--- config.mk ---
export PLATFORM = sky130hd
export DESIGN_NAME = pnm_ascii_stream_parser_top
export DESIGN_NICKNAME = d
export VERILOG_FILES = /design/src/sv/pnm_asp_pkg.sv /design/src/sv/pnm_asp_core.sv /design/src/sv/pnm_ascii_stream_parser_top.sv
export VERILOG_INCLUDE_DIRS = /design/src /design/src/sv
export SDC_FILE = /design/constraint.sdc
export NUM_CORES = 1
export LEC_CHECK = 0
export ABC_CLOCK_PERIOD_IN_PS = 14500
export BUFFER_PORTS_ARGS = -buffer_cell sky130_fd_sc_hd__buf_2
export CORE_MARGIN = 2
export CORE_UTILIZATION = 60
export DETAILED_ROUTE_END_ITERATION = 10
export HOLD_SLACK_MARGIN = 0.06
export PLACE_DENSITY = 0.87
export SYNTH_ARGS = -nofsm -noshare
export SYNTH_HDL_FRONTEND = slang
export SYNTH_HIERARCHICAL = 1
export SYNTH_SLANG_ARGS = --single-unit
--- constraint.sdc ---
create_clock -name clk -period 14.5 [get_ports clk]
set_input_delay 2.9 -clock clk [delete_from_list [all_inputs] [get_ports clk]]
set_output_delay 2.9 -clock clk [all_outputs]
set_load 0.005 [all_outputs]
--- src/sv/pnm_ascii_stream_parser_top_macros.svh ---
// Assertion macros for the ASCII netpbm stream parser.
// Each check samples on clk; PNM_ASSERT stays quiet while rst_n is low.
`ifndef PNM_ASCII_STREAM_PARSER_TOP_MACROS_SVH
`define PNM_ASCII_STREAM_PARSER_TOP_MACROS_SVH

`ifndef SYNTHESIS

`define PNM_ASSERT(lbl, prop, msg) \
    lbl: assert property (@(posedge clk) disable iff (!rst_n) (prop)) else $error(msg);

`define PNM_ASSERT_ALWAYS(lbl, prop, msg) \
    lbl: assert property (@(posedge clk) (prop)) else $error(msg);

`else

`define PNM_ASSERT(lbl, prop, msg)

`define PNM_ASSERT_ALWAYS(lbl, prop, msg)

`endif

`endif

--- src/sv/pnm_asp_pkg.sv ---
`timescale 1ns / 1ps

package pnm_asp_pkg;

    // Event codes on the result channel.
    localparam logic [2:0] EV_WIDTH  = 3'd0;
    localparam logic [2:0] EV_HEIGHT = 3'd1;
    localparam logic [2:0] EV_MAXVAL = 3'd2;
    localparam logic [2:0] EV_SAMPLE = 3'd3;
    localparam logic [2:0] EV_ERROR  = 3'd4;

    // Error codes.
    localparam logic [2:0] ERR_NONE    = 3'd0;
    localparam logic [2:0] ERR_EARLY   = 3'd1;
    localparam logic [2:0] ERR_MAGIC   = 3'd2;
    localparam logic [2:0] ERR_MAXVAL  = 3'd3;
    localparam logic [2:0] ERR_BINARY  = 3'd4;

    // Magic digits with special handling.
    localparam logic [3:0] FMT_NONE      = 4'd0;
    localparam logic [3:0] FMT_PBM_ASCII = 4'd1;
    localparam logic [3:0] FMT_PGM_ASCII = 4'd2;
    localparam logic [3:0] FMT_PPM_ASCII = 4'd3;
    localparam logic [3:0] FMT_PGM_BIN   = 4'd5;
    localparam logic [3:0] FMT_PPM_BIN   = 4'd6;

    // Characters.
    localparam logic [7:0] CH_P       = 8'h50;
    localparam logic [7:0] CH_HASH    = 8'h23;
    localparam logic [7:0] CH_NEWLINE = 8'h0A;
    localparam logic [7:0] CH_0       = 8'h30;
    localparam logic [7:0] CH_1       = 8'h31;
    localparam logic [7:0] CH_9       = 8'h39;

    // Fixed-width part of one result.
    typedef struct packed {
        logic [2:0] evt;
        logic [3:0] fmt;
        logic [1:0] comp;
        logic       last;
        logic [2:0] err;
    } res_info_t;

endpackage

--- src/sv/pnm_asp_core.sv ---
`timescale 1ns / 1ps

module pnm_asp_core
    import pnm_asp_pkg::*;
#(
    parameter int DIM_BITS   = 16,
    parameter int VALUE_BITS = 16
)
(
    input  logic                  clk,
    input  logic                  rst_n,
    input  logic                  fire,
    input  logic [7:0]            byte_in,
    input  logic                  eoi,
    input  logic                  sof,
    output logic                  rslt_valid,
    output res_info_t             rslt_info,
    output logic [VALUE_BITS-1:0] rslt_value,
    output logic [DIM_BITS-1:0]   rslt_col,
    output logic [DIM_BITS-1:0]   rslt_row
);

    localparam int SW = (VALUE_BITS > DIM_BITS) ? VALUE_BITS : DIM_BITS;
    localparam logic [VALUE_BITS-1:0] VAL_MAX = {VALUE_BITS{1'b1}};
    localparam logic [DIM_BITS-1:0]   DIM_MAX = {DIM_BITS{1'b1}};

    typedef enum logic [2:0] {
        PH_MAGIC1,
        PH_MAGIC2_OK,
        PH_MAGIC2_BAD,
        PH_HEADER,
        PH_DATA,
        PH_PENDING,
        PH_DONE
    } phase_t;

    typedef enum logic [1:0] {
        LX_BETWEEN,
        LX_COMMENT,
        LX_NUMBER
    } lex_t;

    phase_t                phase_reg, phase_next, cur_phase;
    lex_t                  lex_reg, lex_next, cur_lex;
    logic [VALUE_BITS-1:0] acc_reg, acc_next, cur_acc;
    logic                  innum_reg, innum_next, cur_innum;
    logic [1:0]            field_reg, field_next, cur_field;
    logic [3:0]            magic_reg, magic_next, cur_magic;
    logic [DIM_BITS-1:0]   width_reg, width_next, cur_width;
    logic [DIM_BITS-1:0]   height_reg, height_next, cur_height;
    logic [VALUE_BITS-1:0] maxv_reg, maxv_next, cur_maxv;
    logic [DIM_BITS-1:0]   col_reg, col_next, cur_col;
    logic [DIM_BITS-1:0]   row_reg, row_next, cur_row;
    logic [1:0]            comp_reg, comp_next, cur_comp;

    logic                  is_digit;
    logic [3:0]            digit_val;
    logic [VALUE_BITS+3:0] acc_x10;
    logic [VALUE_BITS-1:0] acc_push;
    logic [DIM_BITS-1:0]   acc_dim;
    logic [1:0]            comps_pp;
    logic                  is_final;
    logic [VALUE_BITS-1:0] smp_value;

    logic                  fail_req;
    logic [2:0]            fail_code;
    logic                  smp_req;
    logic                  hdr_req;
    logic [2:0]            hdr_evt;
    logic [VALUE_BITS-1:0] hdr_val;
    logic [2:0]            hdr_code;

    function automatic logic [2:0] hdr_outcome(input logic [3:0] mg,
                                               input logic [VALUE_BITS-1:0] mx);
        logic gray_ok;
        logic is_255;
        logic [2:0] code;
        is_255  = (mx == VALUE_BITS'(255));
        gray_ok = (mx == VALUE_BITS'(1)) || (mx == VALUE_BITS'(3)) ||
                  (mx == VALUE_BITS'(15)) || is_255;
        case (mg)
            FMT_PBM_ASCII: code = ERR_NONE;
            FMT_PGM_ASCII: code = gray_ok ? ERR_NONE : ERR_MAXVAL;
            FMT_PPM_ASCII: code = is_255 ? ERR_NONE : ERR_MAXVAL;
            FMT_PGM_BIN:   code = gray_ok ? ERR_BINARY : ERR_MAXVAL;
            FMT_PPM_BIN:   code = is_255 ? ERR_BINARY : ERR_MAXVAL;
            default:       code = ERR_BINARY;
        endcase
        return code;
    endfunction

    // Start of file clears everything before this byte is looked at.
    assign cur_phase  = sof ? PH_MAGIC1 : phase_reg;
    assign cur_lex    = sof ? LX_BETWEEN : lex_reg;
    assign cur_acc    = sof ? '0 : acc_reg;
    assign cur_innum  = sof ? 1'b0 : innum_reg;
    assign cur_field  = sof ? 2'd0 : field_reg;
    assign cur_magic  = sof ? FMT_NONE : magic_reg;
    assign cur_width  = sof ? '0 : width_reg;
    assign cur_height = sof ? '0 : height_reg;
    assign cur_maxv   = sof ? VALUE_BITS'(1) : maxv_reg;
    assign cur_col    = sof ? '0 : col_reg;
    assign cur_row    = sof ? '0 : row_reg;
    assign cur_comp   = sof ? 2'd0 : comp_reg;

    assign is_digit  = (byte_in >= CH_0) && (byte_in <= CH_9);
    assign digit_val = is_digit ? byte_in[3:0] : 4'd0;

    // acc * 10 + d, saturating
    assign acc_x10  = ({4'b0000, cur_acc} << 3) + ({4'b0000, cur_acc} << 1)
                    + (VALUE_BITS + 4)'(digit_val);
    assign acc_push = (acc_x10 > {4'b0000, VAL_MAX}) ? VAL_MAX : acc_x10[VALUE_BITS-1:0];

    assign acc_dim = (SW'(cur_acc) > SW'(DIM_MAX)) ? DIM_MAX : DIM_BITS'(cur_acc);

    assign comps_pp = (cur_magic == FMT_PPM_ASCII) ? 2'd3 : 2'd1;
    assign is_final = ({1'b0, cur_comp} + 3'd1 >= {1'b0, comps_pp}) &&
                      ({1'b0, cur_col} + (DIM_BITS + 1)'(1) >= {1'b0, cur_width}) &&
                      ({1'b0, cur_row} + (DIM_BITS + 1)'(1) >= {1'b0, cur_height});

    assign smp_value = (cur_magic == FMT_PBM_ASCII) ?
                       ((cur_acc == '0) ? VALUE_BITS'(1) : '0) :
                       ((cur_acc > cur_maxv) ? cur_maxv : cur_acc);

    always_comb
    begin
        phase_next  = cur_phase;
        lex_next    = cur_lex;
        acc_next    = cur_acc;
        innum_next  = cur_innum;
        field_next  = cur_field;
        magic_next  = cur_magic;
        width_next  = cur_width;
        height_next = cur_height;
        maxv_next   = cur_maxv;
        col_next    = cur_col;
        row_next    = cur_row;
        comp_next   = cur_comp;

        fail_req  = 1'b0;
        fail_code = ERR_NONE;
        smp_req   = 1'b0;
        hdr_req   = 1'b0;
        hdr_evt   = EV_WIDTH;
        hdr_val   = '0;
        hdr_code  = ERR_NONE;

        rslt_valid     = 1'b0;
        rslt_info.evt  = EV_WIDTH;
        rslt_info.fmt  = cur_magic;
        rslt_info.comp = 2'd0;
        rslt_info.last = 1'b0;
        rslt_info.err  = ERR_NONE;
        rslt_value     = '0;
        rslt_col       = '0;
        rslt_row       = '0;

        case (cur_phase)
            PH_MAGIC1:
            begin
                if (eoi)
                begin
                    fail_req  = 1'b1;
                    fail_code = ERR_EARLY;
                end
                else
                begin
                    phase_next = (byte_in == CH_P) ? PH_MAGIC2_OK : PH_MAGIC2_BAD;
                end
            end
            PH_MAGIC2_OK, PH_MAGIC2_BAD:
            begin
                if (eoi)
                begin
                    fail_req  = 1'b1;
                    fail_code = ERR_EARLY;
                end
                else if (cur_phase == PH_MAGIC2_OK && byte_in >= CH_1 && byte_in <= CH_9)
                begin
                    magic_next = byte_in[3:0];
                    phase_next = PH_HEADER;
                    lex_next   = LX_BETWEEN;
                end
                else
                begin
                    fail_req  = 1'b1;
                    fail_code = ERR_MAGIC;
                end
            end
            PH_HEADER:
            begin
                if (eoi)
                begin
                    fail_req  = 1'b1;
                    fail_code = ERR_EARLY;
                end
                else if (cur_lex == LX_COMMENT)
                begin
                    if (byte_in == CH_NEWLINE)
                    begin
                        lex_next = LX_BETWEEN;
                    end
                end
                else if (cur_lex != LX_NUMBER)
                begin
                    if (byte_in == CH_HASH)
                    begin
                        lex_next = LX_COMMENT;
                    end
                    else if (is_digit)
                    begin
                        acc_next = VALUE_BITS'(digit_val);
                        lex_next = LX_NUMBER;
                    end
                end
                else if (is_digit)
                begin
                    acc_next = acc_push;
                end
                else if (cur_field == 2'd0)
                begin
                    width_next     = acc_dim;
                    field_next     = 2'd1;
                    lex_next       = (byte_in == CH_HASH) ? LX_COMMENT : LX_BETWEEN;
                    rslt_valid     = 1'b1;
                    rslt_info.evt  = EV_WIDTH;
                    rslt_value     = VALUE_BITS'(acc_dim);
                end
                else if (cur_field == 2'd1)
                begin
                    height_next = acc_dim;
                    if (cur_magic == FMT_PBM_ASCII)
                    begin
                        hdr_req = 1'b1;
                        hdr_evt = EV_HEIGHT;
                        hdr_val = VALUE_BITS'(acc_dim);
                    end
                    else
                    begin
                        field_next    = 2'd2;
                        lex_next      = (byte_in == CH_HASH) ? LX_COMMENT : LX_BETWEEN;
                        rslt_valid    = 1'b1;
                        rslt_info.evt = EV_HEIGHT;
                        rslt_value    = VALUE_BITS'(acc_dim);
                    end
                end
                else
                begin
                    maxv_next = cur_acc;
                    hdr_req   = 1'b1;
                    hdr_evt   = EV_MAXVAL;
                    hdr_val   = cur_acc;
                end
            end
            PH_DATA:
            begin
                if (eoi)
                begin
                    if (cur_innum && is_final)
                    begin
                        smp_req = 1'b1;
                    end
                    else
                    begin
                        fail_req  = 1'b1;
                        fail_code = ERR_EARLY;
                    end
                end
                else if (is_digit)
                begin
                    acc_next   = cur_innum ? acc_push : VALUE_BITS'(digit_val);
                    innum_next = 1'b1;
                end
                else if (cur_innum)
                begin
                    smp_req = 1'b1;
                end
            end
            PH_PENDING:
            begin
                fail_req  = 1'b1;
                fail_code = hdr_outcome(cur_magic, cur_maxv);
            end
            default:
            begin
                // finished file: drop everything until start of file
            end
        endcase

        if (hdr_req)
        begin
            hdr_code = hdr_outcome(cur_magic, maxv_next);
            if (hdr_code != ERR_NONE)
            begin
                phase_next = PH_PENDING;
            end
            else if (width_next == '0 || height_next == '0)
            begin
                phase_next     = PH_DONE;
                rslt_info.last = 1'b1;
            end
            else
            begin
                phase_next = PH_DATA;
            end
            lex_next      = LX_BETWEEN;
            acc_next      = '0;
            innum_next    = 1'b0;
            rslt_valid    = 1'b1;
            rslt_info.evt = hdr_evt;
            rslt_value    = hdr_val;
        end

        if (smp_req)
        begin
            rslt_valid     = 1'b1;
            rslt_info.evt  = EV_SAMPLE;
            rslt_info.comp = cur_comp;
            rslt_info.last = is_final;
            rslt_value     = smp_value;
            rslt_col       = cur_col;
            rslt_row       = cur_row;
            if (is_final)
            begin
                phase_next = PH_DONE;
            end
            else if (cur_comp + 2'd1 >= comps_pp)
            begin
                comp_next = 2'd0;
                if ({1'b0, cur_col} + (DIM_BITS + 1)'(1) >= {1'b0, cur_width})
                begin
                    col_next = '0;
                    row_next = cur_row + DIM_BITS'(1);
                end
                else
                begin
                    col_next = cur_col + DIM_BITS'(1);
                end
            end
            else
            begin
                comp_next = cur_comp + 2'd1;
            end
            acc_next   = '0;
            innum_next = 1'b0;
        end

        if (fail_req)
        begin
            phase_next     = PH_DONE;
            rslt_valid     = 1'b1;
            rslt_info.evt  = EV_ERROR;
            rslt_info.last = 1'b1;
            rslt_info.err  = fail_code;
        end
    end

    always_ff @(posedge clk or negedge rst_n)
    begin
        if (!rst_n)
        begin
            phase_reg  <= PH_MAGIC1;
            lex_reg    <= LX_BETWEEN;
            acc_reg    <= '0;
            innum_reg  <= 1'b0;
            field_reg  <= 2'd0;
            magic_reg  <= FMT_NONE;
            width_reg  <= '0;
            height_reg <= '0;
            maxv_reg   <= VALUE_BITS'(1);
            col_reg    <= '0;
            row_reg    <= '0;
            comp_reg   <= 2'd0;
        end
        else if (fire)
        begin
            phase_reg  <= phase_next;
            lex_reg    <= lex_next;
            acc_reg    <= acc_next;
            innum_reg  <= innum_next;
            field_reg  <= field_next;
            magic_reg  <= magic_next;
            width_reg  <= width_next;
            height_reg <= height_next;
            maxv_reg   <= maxv_next;
            col_reg    <= col_next;
            row_reg    <= row_next;
            comp_reg   <= comp_next;
        end
    end

endmodule

--- src/sv/pnm_ascii_stream_parser_top.sv ---
`timescale 1ns / 1ps
// ASCII netpbm (P1/P2/P3) stream parser.
// Input channel: one file byte per request on data_byte, with end_of_input
//   marking the end of the file (no byte carried) and start_of_file clearing
//   all parser state before the byte is handled. Handshake src_valid/src_stall.
// Result channel: zero or one event per input request (width, height, max
//   value, sample with column/row/component, or error), handshake
//   res_valid/res_stall. last_item marks the event that finishes a file; after
//   it every request is dropped until a request with start_of_file.
// Path: a taken request is held in the input register until it can advance,
//   then one pass of parser logic writes its event into the result
//   register, which drives the result ports.
// Throughput: one byte per cycle while no event waits on a stalled result;
//   the parser state updates once per taken byte; there is no iterative unit.
// Stall: while res_stall holds a pending event, the input register still takes
//   one more request; a byte that makes no event advances past a stalled
//   result, a byte that makes one waits and src_stall rises.
// Reset: rst_n clears both registers' valid flags and puts the parser at the
//   first magic byte; no clearing pass is needed.
`include "pnm_ascii_stream_parser_top_macros.svh"

module pnm_ascii_stream_parser_top
    import pnm_asp_pkg::*;
#(
    parameter int DIM_BITS   = 16,
    parameter int VALUE_BITS = 16
)
(
    input  logic                  clk,
    input  logic                  rst_n,
    input  logic                  src_valid,
    output logic                  src_stall,
    input  logic [7:0]            data_byte,
    input  logic                  end_of_input,
    input  logic                  start_of_file,
    output logic                  res_valid,
    input  logic                  res_stall,
    output logic [2:0]            event_res,
    output logic [VALUE_BITS-1:0] value,
    output logic [3:0]            format,
    output logic [1:0]            component,
    output logic [DIM_BITS-1:0]   column,
    output logic [DIM_BITS-1:0]   row,
    output logic                  last_item,
    output logic [2:0]            error_code
);

    // input register
    logic       in_v_reg;
    logic [7:0] byte_reg;
    logic       eoi_reg;
    logic       sof_reg;

    // result register
    logic                  out_v_reg;
    res_info_t             info_reg;
    logic [VALUE_BITS-1:0] value_reg;
    logic [DIM_BITS-1:0]   col_reg;
    logic [DIM_BITS-1:0]   row_reg;

    logic                  core_valid;
    res_info_t             core_info;
    logic [VALUE_BITS-1:0] core_value;
    logic [DIM_BITS-1:0]   core_col;
    logic [DIM_BITS-1:0]   core_row;

    logic out_free;
    logic advance;
    logic take_in;

    // The result slot is free when empty or being drained this cycle.
    assign out_free = !out_v_reg || !res_stall;
    // Advance the held request unless it makes an event and the slot is full.
    assign advance  = in_v_reg && (out_free || !core_valid);
    assign src_stall = in_v_reg && !advance;
    assign take_in  = src_valid && !src_stall;

    pnm_asp_core #(
        .DIM_BITS   (DIM_BITS),
        .VALUE_BITS (VALUE_BITS)
    ) u_core (
        .clk        (clk),
        .rst_n      (rst_n),
        .fire       (advance),
        .byte_in    (byte_reg),
        .eoi        (eoi_reg),
        .sof        (sof_reg),
        .rslt_valid (core_valid),
        .rslt_info  (core_info),
        .rslt_value (core_value),
        .rslt_col   (core_col),
        .rslt_row   (core_row)
    );

    always_ff @(posedge clk or negedge rst_n)
    begin
        if (!rst_n)
        begin
            in_v_reg  <= 1'b0;
            out_v_reg <= 1'b0;
        end
        else
        begin
            if (take_in)
            begin
                in_v_reg <= 1'b1;
            end
            else if (advance)
            begin
                in_v_reg <= 1'b0;
            end

            if (advance && core_valid)
            begin
                out_v_reg <= 1'b1;
            end
            else if (!res_stall)
            begin
                out_v_reg <= 1'b0;
            end
        end
    end

    // Payload registers: load on transfer, hold otherwise.
    always_ff @(posedge clk)
    begin
        if (take_in)
        begin
            byte_reg <= data_byte;
            eoi_reg  <= end_of_input;
            sof_reg  <= start_of_file;
        end
        if (advance && core_valid)
        begin
            info_reg  <= core_info;
            value_reg <= core_value;
            col_reg   <= core_col;
            row_reg   <= core_row;
        end
    end

    assign res_valid  = out_v_reg;
    assign event_res  = info_reg.evt;
    assign value      = value_reg;
    assign format     = info_reg.fmt;
    assign component  = info_reg.comp;
    assign column     = col_reg;
    assign row        = row_reg;
    assign last_item  = info_reg.last;
    assign error_code = info_reg.err;

    // An event never overwrites a result that is still stalled.
    `PNM_ASSERT(a_no_overwrite, (out_v_reg && res_stall) |-> !(advance && core_valid), "result overwritten while stalled")
    // Errors always carry a code and close the file; other events carry none.
    `PNM_ASSERT(a_err_shape, (out_v_reg && info_reg.evt == EV_ERROR) |-> (info_reg.err != ERR_NONE && info_reg.last), "malformed error event")
    `PNM_ASSERT(a_err_only, (out_v_reg && info_reg.evt != EV_ERROR) |-> (info_reg.err == ERR_NONE), "error code on a non-error event")
    // Header and error events carry no position.
    `PNM_ASSERT(a_pos_zero, (out_v_reg && info_reg.evt != EV_SAMPLE) |-> (col_reg == '0 && row_reg == '0 && info_reg.comp == 2'd0), "position on a non-sample event")
    // Nothing is held in either register right after reset.
    `PNM_ASSERT_ALWAYS(a_reset_empty, !rst_n |=> (!res_valid && !src_stall) || rst_n, "pipeline not empty after reset")

endmodule

==> impl_metrics.csv <==
group,metric,value,unit
cts,hold_buffers,0,
yosys,syn-instance-count,1223,
timing,finalSetupViolCount,0,
final_layout,n_antenna_cell,0,
global_route,grt_overflow,0,
die,io_pins,77,
die,coreArea,19400,µm²
cts,clockBufferDepth,2,
yosys,ys_warn_count,6,
yosys,yosysTopAreaCell,"dfrtp_1",
yosys,synth_nets,1322,
global_route,grt_use_total,30.6,%
hold_path,hold_class,"reg2reg",
timing,fin_setup_tns,0,ps
yosys,avgSynthCellArea,9.65,µm²
die,start_util,60.9,%
global_route,grt_busiest_layer,"met2",
setup_path,cp-start-kind,"flop",
routing,drt_wl_total,30.9,mm
cts,cts.clk_slew.worst_paths,70,ps
routing,wl_per_cell,20.1,µm
global_route,antenna_found_initial,0,
timing,rsz0062_at_grt,"no",
power,pwr_density_cell,105,nW/µm²
global_route,grt_pass1_wl,50.2,mm
final_layout,drive_above_1_share,11.9,%
timing,slew_violations,0,
global_route,grt_max_degree,84,
final_layout,layout.nets,1356,
setup_path,crit_arrival,5690,ps
cts,clock_latency,440,ps
timing,period_share,59.3,%
yosys,synth-edff-count,71,
timing,min_period,8590,ps
yosys,netlist.area_leader.share,23.5,%
cts,cts_tree,"done",
yosys,ys.flop_type,"dfrtp_1",
power,ir_drop,78.4,µV
timing,clock_skew,12.8,ps
timing,fin_ws,5910,ps
global_route,globalRouteMet1Util,42.4,%
power,p_leak,0.00551,µW
yosys,seq_area_frac_synth,41.8,%
yosys,synthDistinctLibCells,92,
yosys,synthesis.area,11800,µm²
yosys,synth.most_common_cell,"nand2_1",
placed_design,hpwl,21.2,mm
cts,cts_buffers,17,
yosys,ys_seq_elements,183,
job,cap_violations,0,
placed_design,io_buffers,76,
timing,relSlewSlack,20.4,%
die,fp.dieArea,20800,µm²
cts,cts_resized,0,
routing,drtPass1Iterations,6,
global_route,grtUsageMet2,48.1,%
routing,ant_nets,0,
routing,vias,10200,
cts,cts_root_buf,"clkbuf_16",
final_layout,synthToLayoutAreaGrowth,8.88,%
routing,via_per_inst,6.64,
setup_path,critPathMaxFanout,71,
setup_path,cp-end-kind,"output pin",
die,num_rows,51,
timing,max_freq,116,MHz
yosys,ys_async_sr_fraction,61.2,%
setup_path,cp.required,11600,ps
global_route,grt_pass1_vias,9693,
cts,clock_sinks,183,
cts,cts_setup_buffers,0,
yosys,synth_commonest_cells,"141 x nand2_1, 111 x dfrtp_1, 82 x ha_1",
placed_design,dp_worst_setup_slack,6500,ps
run_status,outcome,"completed",
routing,post-route-drc-count,0,
routing,drt_iter0_drc,1280,
timing,tightest_slew,1160,ps
die,die_h,144,µm
cts,htreeDepth,4,
yosys,ys_top_cells_by_area,"dfrtp_1 24%, edfxtp_1 18%, ha_1 8.7%",
die,die_x,144,µm
setup_path,path_class,"reg2out",
placed_design,gp_congestion,0.982,
timing,hold_viol,0,
global_route,grtUsageMet3,5.07,%
[worst paths after layout]
check / startpoint / endpoint / slack [ps] / cells after the start
max: sof_reg / src_stall / 5910 / 20
min: u_core/comp_reg[0] / u_core/comp_reg[0] / 540 / 1
max in group asynchronous: rst_n / u_core/acc_reg[3] / 10680 / 2
min in group asynchronous: rst_n / u_core/col_reg[0] / 2470 / 1
min reg2reg: u_core/comp_reg[0] / u_core/comp_reg[0] / 540 / 1
max reg2reg: sof_reg / u_core/maxv_reg[1] / 6850 / 24
[placed cells by master, fill, tap and decap left out, types with 31 or more instances in the layout]
master       n
nor2_1      77
ha_1        82
o21ai_0     41
buf_2       75
edfxtp_1    71
a22oi_1     44
and2_1      31
dfrtp_1    111
nand2_1    141
nor2b_1     31
inv_1       40
o2bb2ai_1   51
a21oi_1     47
[worst max-delay path: stages, from the launching register on]
cell,delay (ps)
edfxtp_1,370
buf_4,370
nor2b_1,280
ha_1,300
nand3_2,140
or3_4,420
nor4_4,350
nand4_1,220
nand2_1,140
o21ai_0,90
ha_1,200
a2111oi_0,360
a21oi_1,120
a311o_2,390
nor2_2,400
a21oi_1,200
a31oi_1,390
nand2_1,190
nand4_2,120
inv_1,40
buf_2,110
[per-layer routing]
metal / vias up / routed length (µm) / part of all wire [%]
li1: 4691 / - / -
met4: 0 / 995 / 3.2
met1: 4888 / 13100 / 42
met3: 88 / 2360 / 7.6
met5: - / 0 / 0
met2: 525 / 14400 / 47
[power breakdown]
group / total, µW / internal (µW) / switching (µW)
clock network: 441 / 240 / 201
registers: 630 / 589 / 40.8
logic: 275 / 93.0 / 182
total: 1350 / 923 / 423
[per-stage QoR]
step | cell area, µm² | hold slack, ps | utilization (%) | std cells | total power, µW
floorplan | 11800 | 481 | - | 1223 | 827
global placement | 12300 | 513 | 63.4 | 1503 | 901
detailed placement | 12300 | 517 | 63.4 | 1503 | 908
CTS | 12900 | 534 | 66.3 | 1535 | 1340
global route | 12900 | 545 | 66.3 | 1535 | 1400
finish | 12900 | 535 | 66.3 | 1535 | 1350
[kinds of logic after synthesis]
kind of cell | share of synthesized area (%)
adders and majority gates | 9.20
muxes | 0.265
xor gates and xnor gates | 2.60
AOI/OAI and AO/OA | 22.4
DFF | 41.8
buffers and inverters | 3.82
and+or+nand+nor | 19.9
[layout make-up]
type | count | area, µm²
multi-input combinational | 929 | 6440
clock inverter | 12 | 103
clock buffer | 20 | 447
timing repair buffer | 84 | 443
sequential | 183 | 4940
fill | 1561 | 6550
tap | 265 | 332
inverter | 42 | 158
No activity file was read; power rests on OpenSTA's default activity.
